==> config.mk <==
export PLATFORM = sky130hd
export DESIGN_NAME = servo_slew_limiter_unit
export DESIGN_NICKNAME = d
export VERILOG_FILES = /design/src/rtl/ssl_pkg.sv /design/src/rtl/servo_slew_limiter_unit.sv /design/src/rtl/ssl_cfg_regs.sv /design/src/rtl/ssl_pulse_map.sv
export SDC_FILE = /design/constraint.sdc
export NUM_CORES = 1
export LEC_CHECK = 0
export BUFFER_PORTS_ARGS = -buffer_cell sky130_fd_sc_hd__buf_2
export CORE_MARGIN = 2
export CORE_UTILIZATION = 45
export CTS_CLUSTER_DIAMETER = 30
export DETAILED_ROUTE_END_ITERATION = 7
export GPL_TIMING_DRIVEN = 0
export PLACE_DENSITY = 0.62
export SKIP_CTS_REPAIR_TIMING = 1
export SLEW_MARGIN = 30
export SYNTH_ARGS = -nofsm -noshare
export SYNTH_HDL_FRONTEND = slang
export SYNTH_SLANG_ARGS = --single-unit
==> constraint.sdc <==
create_clock -name i_clk -period 8.7 [get_ports i_clk]
set_input_delay 0.435 -clock i_clk [delete_from_list [all_inputs] [get_ports i_clk]]
set_output_delay 0.435 -clock i_clk [all_outputs]
set_load 0.1 [all_outputs]
==> src/rtl/ssl_pkg.sv <==
package ssl_pkg;

    localparam int SERVO_COUNT  = 4;
    localparam int PULSE_MIN_US = 500;
    localparam int PULSE_MAX_US = 2500;
    localparam int FULL_SWING   = 180;

    localparam int SERVO_W  = (SERVO_COUNT > 1) ? $clog2(SERVO_COUNT) : 1;
    localparam int NUM_W    = 3;
    localparam int ANGLE_W  = 8;
    localparam int PULSE_W  = 12;
    localparam int MODE_W   = 3;
    localparam int CFG_W    = 32;
    localparam int PERIOD_W = 16;
    localparam int CFG_IDX_W = 2;

    // pulse = angle * span / 180 + min, division done by exact reciprocal multiply
    localparam int SPAN        = PULSE_MAX_US - PULSE_MIN_US;
    localparam int PROD_W      = ANGLE_W + $clog2(SPAN + 1);
    localparam int RECIP_SHIFT = PROD_W + $clog2(FULL_SWING);
    localparam longint unsigned RECIP =
        ((64'd1 << RECIP_SHIFT) + FULL_SWING - 1) / FULL_SWING;
    localparam int RECIP_W = $clog2(RECIP + 1);
    localparam int QUOT_W  = PROD_W + RECIP_W - RECIP_SHIFT;
    localparam int SUM_W   = QUOT_W + PULSE_W;
    localparam logic [PULSE_W-1:0] PULSE_TOP = '1;

    localparam logic [ANGLE_W-1:0]  ANGLE_RESET  = 8'd90;
    localparam logic [PERIOD_W-1:0] TICK_MAX     = '1;
    localparam logic [CFG_W-1:0]    MIN_RESET    = 32'h0000_0000;
    localparam logic [CFG_W-1:0]    MAX_RESET    = 32'hB4B4_B4B4;
    localparam logic [CFG_W-1:0]    START_RESET  = 32'h5A5A_5A5A;
    localparam logic [PERIOD_W-1:0] PERIOD_RESET = 16'd20;

    localparam logic [MODE_W-1:0] MODE_TICK     = 3'd0;
    localparam logic [MODE_W-1:0] MODE_GO_MIN   = 3'd1;
    localparam logic [MODE_W-1:0] MODE_GO_MAX   = 3'd2;
    localparam logic [MODE_W-1:0] MODE_STOP     = 3'd3;
    localparam logic [MODE_W-1:0] MODE_GO_ANGLE = 3'd4;
    localparam logic [MODE_W-1:0] MODE_INIT     = 3'd5;

    localparam logic KIND_ACK   = 1'b0;
    localparam logic KIND_PULSE = 1'b1;

    localparam logic [CFG_IDX_W-1:0] CFG_MIN_ANGLES   = 2'd0;
    localparam logic [CFG_IDX_W-1:0] CFG_MAX_ANGLES   = 2'd1;
    localparam logic [CFG_IDX_W-1:0] CFG_START_ANGLES = 2'd2;
    localparam logic [CFG_IDX_W-1:0] CFG_STEP_PERIOD  = 2'd3;

    typedef struct packed {
        logic [CFG_W-1:0]    min_angles;
        logic [CFG_W-1:0]    max_angles;
        logic [CFG_W-1:0]    start_angles;
        logic [PERIOD_W-1:0] step_period;
    } t_cfg;

    typedef logic [SERVO_COUNT-1:0] t_mask;

    // bytes past the register width read as zero
    function automatic logic [ANGLE_W-1:0] packed_byte(input logic [CFG_W-1:0] word_v,
                                                       input logic [SERVO_W-1:0] sel);
        logic [8*ANGLE_W-1:0] wide;
        wide = (8*ANGLE_W)'(word_v);
        return wide[sel*ANGLE_W +: ANGLE_W];
    endfunction

endpackage

==> src/rtl/servo_slew_limiter_unit.sv <==
// command: checked in S_CMD, ack loaded in S_ACK once output is free; input stalled until idle
// tick below the step period: tick count advanced, input not stalled, no result
// step or init: S_SCAN angle scan over every servo, then S_FIND skips unmoved servos and
// S_MAP/S_EMIT map and emit one pulse beat per moved servo (two-stage shared pulse
// multiplier); step with no motion returns to idle from S_FIND; output stalls hold S_EMIT
// sync active-low reset: angles 90, tick count zero, config registers to their reset values
module servo_slew_limiter_unit
    import ssl_pkg::*;
(
    input  logic                 i_clk,
    input  logic                 i_rst_n,
    input  logic                 i_cfg_we,
    input  logic [CFG_IDX_W-1:0] i_cfg_index,
    input  logic [CFG_W-1:0]     i_cfg_wdata,
    input  logic                 i_in_valid,
    output logic                 o_in_stall,
    input  logic [MODE_W-1:0]    i_mode,
    input  logic [NUM_W-1:0]     i_servo_index,
    input  logic [ANGLE_W-1:0]   i_angle,
    input  logic                 i_angle_present,
    output logic                 o_out_valid,
    input  logic                 i_out_stall,
    output logic                 o_kind,
    output logic                 o_accepted,
    output logic [NUM_W-1:0]     o_servo_number,
    output logic [PULSE_W-1:0]   o_pulse_us,
    output logic                 o_last
);

    typedef enum logic [2:0] {
        S_IDLE, S_CMD, S_ACK, S_SCAN, S_FIND, S_MAP, S_EMIT
    } t_state;

    t_state r_state;

    t_cfg cfg;

    logic [ANGLE_W-1:0]  r_cur [SERVO_COUNT];
    logic [ANGLE_W-1:0]  r_tgt [SERVO_COUNT];
    logic [PERIOD_W-1:0] r_tick;
    t_mask               r_mask;
    logic [SERVO_W-1:0]  r_idx;
    logic                r_is_init;
    logic [MODE_W-1:0]   r_cmd_mode;
    logic [NUM_W-1:0]    r_cmd_idx;
    logic [ANGLE_W-1:0]  r_cmd_angle;
    logic                r_cmd_present;
    logic                r_ok;

    logic                r_out_valid;
    logic                r_kind;
    logic                r_accepted;
    logic [NUM_W-1:0]    r_servo_number;
    logic [PULSE_W-1:0]  r_pulse_us;
    logic                r_last;

    logic [SERVO_W-1:0]  sel_idx;
    logic [ANGLE_W-1:0]  cur_a;
    logic [ANGLE_W-1:0]  tgt_a;
    logic [ANGLE_W-1:0]  lo;
    logic [ANGLE_W-1:0]  hi;
    logic [ANGLE_W-1:0]  st;
    logic                idx_ok;
    logic                cmd_ok;
    logic                idx_last;
    logic                out_free;
    logic [PERIOD_W-1:0] tick_next;
    t_mask               rest;
    logic [PULSE_W-1:0]  pulse;

    ssl_cfg_regs u_cfg (
        .i_clk       (i_clk),
        .i_rst_n     (i_rst_n),
        .i_cfg_we    (i_cfg_we),
        .i_cfg_index (i_cfg_index),
        .i_cfg_wdata (i_cfg_wdata),
        .o_cfg       (cfg)
    );

    ssl_pulse_map u_map (
        .i_clk   (i_clk),
        .i_angle (cur_a),
        .o_pulse (pulse)
    );

    // single angle read port: command index or sequencer index
    assign sel_idx  = (r_state == S_CMD) ? r_cmd_idx[SERVO_W-1:0] : r_idx;
    assign cur_a    = r_cur[sel_idx];
    assign tgt_a    = r_tgt[sel_idx];
    assign lo       = packed_byte(cfg.min_angles, sel_idx);
    assign hi       = packed_byte(cfg.max_angles, sel_idx);
    assign st       = packed_byte(cfg.start_angles, sel_idx);
    assign idx_ok   = {1'b0, r_cmd_idx} < (NUM_W+1)'(SERVO_COUNT);
    assign idx_last = (r_idx == SERVO_W'(SERVO_COUNT - 1));
    assign out_free = !r_out_valid || !i_out_stall;
    assign tick_next = (r_tick != TICK_MAX) ? r_tick + 1'b1 : r_tick;

    always_comb begin
        cmd_ok = 1'b0;
        if (idx_ok) begin
            case (r_cmd_mode)
                MODE_GO_MIN, MODE_GO_MAX, MODE_STOP: cmd_ok = 1'b1;
                MODE_GO_ANGLE: begin
                    cmd_ok = r_cmd_present && r_cmd_angle >= lo && r_cmd_angle <= hi;
                end
                default: cmd_ok = 1'b0;
            endcase
        end
    end

    always_comb begin
        rest        = r_mask;
        rest[r_idx] = 1'b0;
    end

    always_ff @(posedge i_clk) begin
        if (!i_rst_n) begin
            r_state     <= S_IDLE;
            r_out_valid <= 1'b0;
            r_tick      <= '0;
            r_mask      <= '0;
            r_idx       <= '0;
            r_is_init   <= 1'b0;
            for (int i = 0; i < SERVO_COUNT; i++) begin
                r_cur[i] <= ANGLE_RESET;
                r_tgt[i] <= ANGLE_RESET;
            end
        end else begin
            // the emitting states load the next beat themselves
            if (r_out_valid && !i_out_stall && r_state != S_ACK && r_state != S_EMIT) begin
                r_out_valid <= 1'b0;
            end
            case (r_state)
                S_IDLE: begin
                    if (i_in_valid) begin
                        r_cmd_mode    <= i_mode;
                        r_cmd_idx     <= i_servo_index;
                        r_cmd_angle   <= i_angle;
                        r_cmd_present <= i_angle_present;
                        r_idx         <= '0;
                        r_mask        <= '0;
                        case (i_mode)
                            MODE_TICK: begin
                                if (tick_next > cfg.step_period) begin
                                    r_tick    <= '0;
                                    r_is_init <= 1'b0;
                                    r_state   <= S_SCAN;
                                end else begin
                                    r_tick <= tick_next;
                                end
                            end
                            MODE_INIT: begin
                                r_is_init <= 1'b1;
                                r_state   <= S_SCAN;
                            end
                            MODE_GO_MIN, MODE_GO_MAX, MODE_STOP, MODE_GO_ANGLE: begin
                                r_state <= S_CMD;
                            end
                            default: ;
                        endcase
                    end
                end
                S_CMD: begin
                    r_ok <= cmd_ok;
                    if (cmd_ok) begin
                        case (r_cmd_mode)
                            MODE_GO_MIN:   r_tgt[sel_idx] <= lo;
                            MODE_GO_MAX:   r_tgt[sel_idx] <= hi;
                            MODE_STOP:     r_tgt[sel_idx] <= cur_a;
                            MODE_GO_ANGLE: r_tgt[sel_idx] <= r_cmd_angle;
                            default: ;
                        endcase
                    end
                    r_state <= S_ACK;
                end
                S_ACK: begin
                    if (out_free) begin
                        r_out_valid    <= 1'b1;
                        r_kind         <= KIND_ACK;
                        r_accepted     <= r_ok;
                        r_servo_number <= '0;
                        r_pulse_us     <= '0;
                        r_last         <= 1'b1;
                        r_state        <= S_IDLE;
                    end
                end
                S_SCAN: begin
                    // one servo per cycle: load start angle or take one degree step
                    if (r_is_init) begin
                        r_cur[r_idx]  <= st;
                        r_tgt[r_idx]  <= st;
                        r_mask[r_idx] <= 1'b1;
                    end else if (tgt_a > cur_a && cur_a < hi) begin
                        r_cur[r_idx]  <= cur_a + 1'b1;
                        r_mask[r_idx] <= 1'b1;
                    end else if (tgt_a < cur_a && cur_a > lo) begin
                        r_cur[r_idx]  <= cur_a - 1'b1;
                        r_mask[r_idx] <= 1'b1;
                    end
                    if (idx_last) begin
                        r_idx   <= '0;
                        r_state <= S_FIND;
                    end else begin
                        r_idx <= r_idx + 1'b1;
                    end
                end
                S_FIND: begin
                    if (r_mask == '0) begin
                        r_state <= S_IDLE;
                    end else if (r_mask[r_idx]) begin
                        r_state <= S_MAP;
                    end else begin
                        r_idx <= r_idx + 1'b1;
                    end
                end
                S_MAP: begin
                    r_state <= S_EMIT;
                end
                S_EMIT: begin
                    if (out_free) begin
                        r_out_valid    <= 1'b1;
                        r_kind         <= KIND_PULSE;
                        r_accepted     <= 1'b0;
                        r_servo_number <= NUM_W'(r_idx);
                        r_pulse_us     <= pulse;
                        r_last         <= (rest == '0);
                        r_mask         <= rest;
                        if (rest == '0) begin
                            r_state <= S_IDLE;
                        end else begin
                            r_idx   <= r_idx + 1'b1;
                            r_state <= S_FIND;
                        end
                    end
                end
                default: r_state <= S_IDLE;
            endcase
        end
    end

    assign o_in_stall     = (r_state != S_IDLE);
    assign o_out_valid    = r_out_valid;
    assign o_kind         = r_kind;
    assign o_accepted     = r_accepted;
    assign o_servo_number = r_servo_number;
    assign o_pulse_us     = r_pulse_us;
    assign o_last         = r_last;

`ifndef SYNTH
    a_emit_pending: assert property (@(posedge i_clk) disable iff (!i_rst_n)
        (r_state == S_EMIT) |-> r_mask[r_idx])
        else $error("pulse beat for a servo that did not move");

    a_idle_clean: assert property (@(posedge i_clk) disable iff (!i_rst_n)
        (r_state == S_IDLE) |-> (r_mask == '0))
        else $error("idle with pulse beats still owed");

    a_ack_shape: assert property (@(posedge i_clk) disable iff (!i_rst_n)
        (r_out_valid && r_kind == KIND_ACK) |-> (r_last && r_pulse_us == '0
                                                && r_servo_number == '0))
        else $error("malformed acknowledge beat");

    a_pulse_floor: assert property (@(posedge i_clk) disable iff (!i_rst_n)
        (r_out_valid && r_kind == KIND_PULSE) |-> (r_pulse_us >= PULSE_W'(PULSE_MIN_US)
                                                  && !r_accepted))
        else $error("pulse beat below minimum width");
`endif

endmodule

==> src/rtl/ssl_cfg_regs.sv <==
module ssl_cfg_regs
    import ssl_pkg::*;
(
    input  logic                 i_clk,
    input  logic                 i_rst_n,
    input  logic                 i_cfg_we,
    input  logic [CFG_IDX_W-1:0] i_cfg_index,
    input  logic [CFG_W-1:0]     i_cfg_wdata,
    output t_cfg                 o_cfg
);

    t_cfg r_cfg;

    always_ff @(posedge i_clk) begin
        if (!i_rst_n) begin
            r_cfg.min_angles   <= MIN_RESET;
            r_cfg.max_angles   <= MAX_RESET;
            r_cfg.start_angles <= START_RESET;
            r_cfg.step_period  <= PERIOD_RESET;
        end else if (i_cfg_we) begin
            case (i_cfg_index)
                CFG_MIN_ANGLES:   r_cfg.min_angles   <= i_cfg_wdata;
                CFG_MAX_ANGLES:   r_cfg.max_angles   <= i_cfg_wdata;
                CFG_START_ANGLES: r_cfg.start_angles <= i_cfg_wdata;
                CFG_STEP_PERIOD:  r_cfg.step_period  <= i_cfg_wdata[PERIOD_W-1:0];
                default: ;
            endcase
        end
    end

    assign o_cfg = r_cfg;

endmodule

==> src/rtl/ssl_pulse_map.sv <==
module ssl_pulse_map
    import ssl_pkg::*;
(
    input  logic               i_clk,
    input  logic [ANGLE_W-1:0] i_angle,
    output logic [PULSE_W-1:0] o_pulse
);

    logic [PROD_W-1:0]         r_prod;
    logic [QUOT_W-1:0]         r_quot;
    logic [PROD_W+RECIP_W-1:0] full;
    logic [SUM_W-1:0]          sum;

    // two-stage: angle * span, then reciprocal multiply for the divide by 180
    assign full = (PROD_W+RECIP_W)'(r_prod) * (PROD_W+RECIP_W)'(RECIP);

    always_ff @(posedge i_clk) begin
        r_prod <= PROD_W'(i_angle) * PROD_W'(SPAN);
        r_quot <= full[RECIP_SHIFT +: QUOT_W];
    end

    assign sum     = SUM_W'(r_quot) + SUM_W'(PULSE_MIN_US);
    assign o_pulse = (sum > SUM_W'(PULSE_TOP)) ? PULSE_TOP : sum[PULSE_W-1:0];

endmodule
==> impl_metrics.json <==
{
  "syn_inst": 2124,
  "worstSkewPairLatency_ns": 0.60,
  "setup_tns_ns": 0,
  "arrival_ns": 8.11,
  "critPathLaunch": "r_idx[1]",
  "end_kind": "flip-flop",
  "die_w_um": 210,
  "htree_levels": 2,
  "rows": 75,
  "finClkSkew_ns": 0.0253,
  "synth-edff-count": 97,
  "dp.final_hpwl_mm": 40.7,
  "antenna_found_initial": 2,
  "worstPathMaxFanout": 11,
  "slew_viol_final": 0,
  "grt_pass1_vias": 15700,
  "clk_path_buf_depth": 3,
  "dr.pass1.iters": 6,
  "synth_flop_cell": "dfxtp_1",
  "cp-start-kind": "flip-flop",
  "io_buffers": 71,
  "period_minus_slack_ns": 7.65,
  "ys_seq_area_share_pct": 32.8,
  "rr_startpoint": "r_idx[1]",
  "final_layout_size_suffix_gt1_share_pct": 10.1,
  "relSlewSlack_pct": 36.5,
  "vias": 15700,
  "cp-endpoint": "u_map.r_prod[18]",
  "fin_nets": 2652,
  "area_growth_pct": 16.5,
  "worstReg2RegEnd": "u_map.r_prod[18]",
  "drc": 0,
  "finalCritPeriodShare_pct": 87.9,
  "core_sq_mm": 0.0419,
  "grt_start_max_net_pins": 18,
  "start_util_pct": 45.4,
  "hold_path_class": "primary input to flip-flop",
  "die-area_sq_mm": 0.0439,
  "tightestPinTransition_ns": 0.934,
  "gp_congestion": 0.914,
  "syn_nets": 2519,
  "grt_usage_pct": 24.2,
  "grt_pass1_wl_mm": 83.6,
  "clockRootBuffer": "clkbuf_16",
  "setup_viol": 0,
  "outcome": "finished clean",
  "antenna_left": 0,
  "clock_sinks": 263,
  "wl_mm": 52.7,
  "clkTransAtPathRegs_ns": 0.05,
  "critical_path_required_ns": 9.16,
  "drv_cap": 0,
  "wl_per_cell_um": 18.5,
  "die_h_um": 210,
  "postSynthAreaPerCell_sq_um": 8.95,
  "max_freq_mhz": 131,
  "io_pins": 74,
  "routed_via_density": 5.52,
  "hold_viol": 0,
  "drt-initial-drc-count": 1076,
  "r2r_slack_ns": 1.05,
  "ys_types": 81,
  "syn_area_sq_mm": 0.0190,
  "async_flop_share_pct": 0,
  "rsz0062_at_grt": "no",
  "ys.warnings.count": 0,
  "cts_tree": "done",
  "grt_overflow": 0,
  "reg2reg_depth": 22,
  "cts-buffers-inserted": 58,
  "worstSetupPathType": "flip-flop to flip-flop",
  "synth-seq-cells": 263
}
-- through the flow --
stage	hold WS (ns)	area (sq um)	util [%]	std cells	worst slack, ns
2_1_floorplan	0.436	19000	-	2124	2.47
3_3_place_gp	0.442	20000	47.9	2734	0.696
3_5_place_dp	0.447	20100	48.1	2736	1.19
4_1_cts	0.0116	22100	52.9	2846	1.08
5_1_grt	0.0186	22200	52.9	2846	0.736
6_report	0.0306	22200	52.9	2847	1.05
-- cells by family (layout without fill, tap and decap cells) --
| logic type | Yosys count | in the layout | share of synthesized area [%] |
|---|---|---|---|
| other | 1 | 2 | 0.0197 |
| XOR/XNOR | 37 | 37 | 1.70 |
| buffers and inverters | 329 | 512 | 6.59 |
| AO/OA/AOI/OAI | 346 | 346 | 11.3 |
| AND/OR/NAND/NOR | 742 | 742 | 17.1 |
| flip-flops | 263 | 263 | 32.8 |
| adder cells (fa/ha/maj) | 342 | 342 | 26.8 |
| multiplexers | 64 | 64 | 3.64 |
-- per-layer routing --
metal / wire, um / vias to the layer above / global-route usage [%] / part of all wire [%]
met1: 22400 / 7594 / 30.9 / 42
met5: 25 / - / 0 / 0.047
met2: 25600 / 510 / 42.0 / 49
li1: - / 7492 / - / -
met4: 1790 / 4 / 8.93 / 3.4
met3: 2880 / 109 / 3.04 / 5.5
-- worst min path at each step --
stage                               start              end  slack [ns]  cells past startpoint
after floorplan           u_cfg.o_cfg[51]  u_cfg.o_cfg[51]        0.44                      2
after global placement    u_cfg.o_cfg[62]  u_cfg.o_cfg[62]        0.44                      2
after detailed placement  u_cfg.o_cfg[54]  u_cfg.o_cfg[54]        0.45                      2
after CTS                      i_angle[1]   r_cmd_angle[1]        0.01                      1
after global routing           i_angle[5]   r_cmd_angle[5]        0.02                      1
final                          i_angle[7]   r_cmd_angle[7]        0.03                      1
-- registers in the layout, summed over array words and instances (netlist names), 4 cells and up --
signal        cells
o_pulse_us       12
r_cmd_angle       8
r_cur            32
r_mask            4
r_tgt            32
r_tick           16
u_cfg.o_cfg     112
u_map.r_prod     15
u_map.r_quot     12
-- placed cells by master (no fill, tap or decap), drive strengths merged, types with 5 or more instances in the layout --
cell	netlist	layout
dfxtp	166	166
nand4	15	15
mux2	8	8
fa	110	110
xnor2	27	27
o21ai	47	47
clkinvlp	0	10
clkbuf	73	145
inv	241	242
o21bai	7	7
nor2	90	90
and3	32	32
nor3	19	19
a221oi	11	11
o21a	9	9
ha	231	231
nor2b	16	16
nand2	440	440
xor2	10	10
nand2b	7	7
and2	6	6
a21oi	156	156
a21o	18	18
mux2i	55	55
a31oi	29	29
nand3	83	83
o211ai	8	8
o22ai	13	13
nor4	6	6
clkinv	0	23
or2	6	6
or3	5	5
a211oi	10	10
edfxtp	97	97
buf	15	88
-- synthesized netlist by cell type, types with 27 or more instances --
master	n	area, sq um
a21oi_1	155	776
a31oi_1	29	181
and3_1	32	200
clkbuf_1	73	274
dfxtp_1	166	3320
edfxtp_1	97	2910
fa_1	110	2200
ha_1	231	2890
inv_1	239	897
mux2i_1	53	531
nand2_1	440	1650
nand3_1	80	400
nor2_1	88	330
o21ai_0	46	230
xnor2_1	27	236
-- worst max-delay path, cell delays in order, from the launching register on --
cell and delay, ns:
dfxtp_1 0.33, clkbuf_1 0.35, clkbuf_1 0.46, mux2i_1 0.66
buf_2 0.49, buf_1 0.61, mux2i_2 0.87, inv_1 0.25
ha_1 0.36, inv_1 0.08, fa_1 0.43, fa_1 0.51
inv_1 0.05, fa_1 0.45, ha_1 0.34, inv_1 0.07
o21bai_1 0.06, a21oi_1 0.22, nor2b_1 0.10, o2111ai_1 0.18
nand3_1 0.15, o41a_1 0.36, xnor2_1 0.13
-- cell type report --
class,instances,area (sq um)
Fill cell,3904,19700
Multi-Input combinational cell,1532,11600
Sequential cell,263,6240
Clock buffer,72,1590
Inverter,241,905
Tap cell,539,674
Clock inverter,38,423
Timing Repair Buffer,73,374
Buffer,88,349
Antenna cell,1,2.50
Power is left out: the tool's default activity adds up to more than one toggle a clock period on the data nets, which glitch-free logic cannot reach.
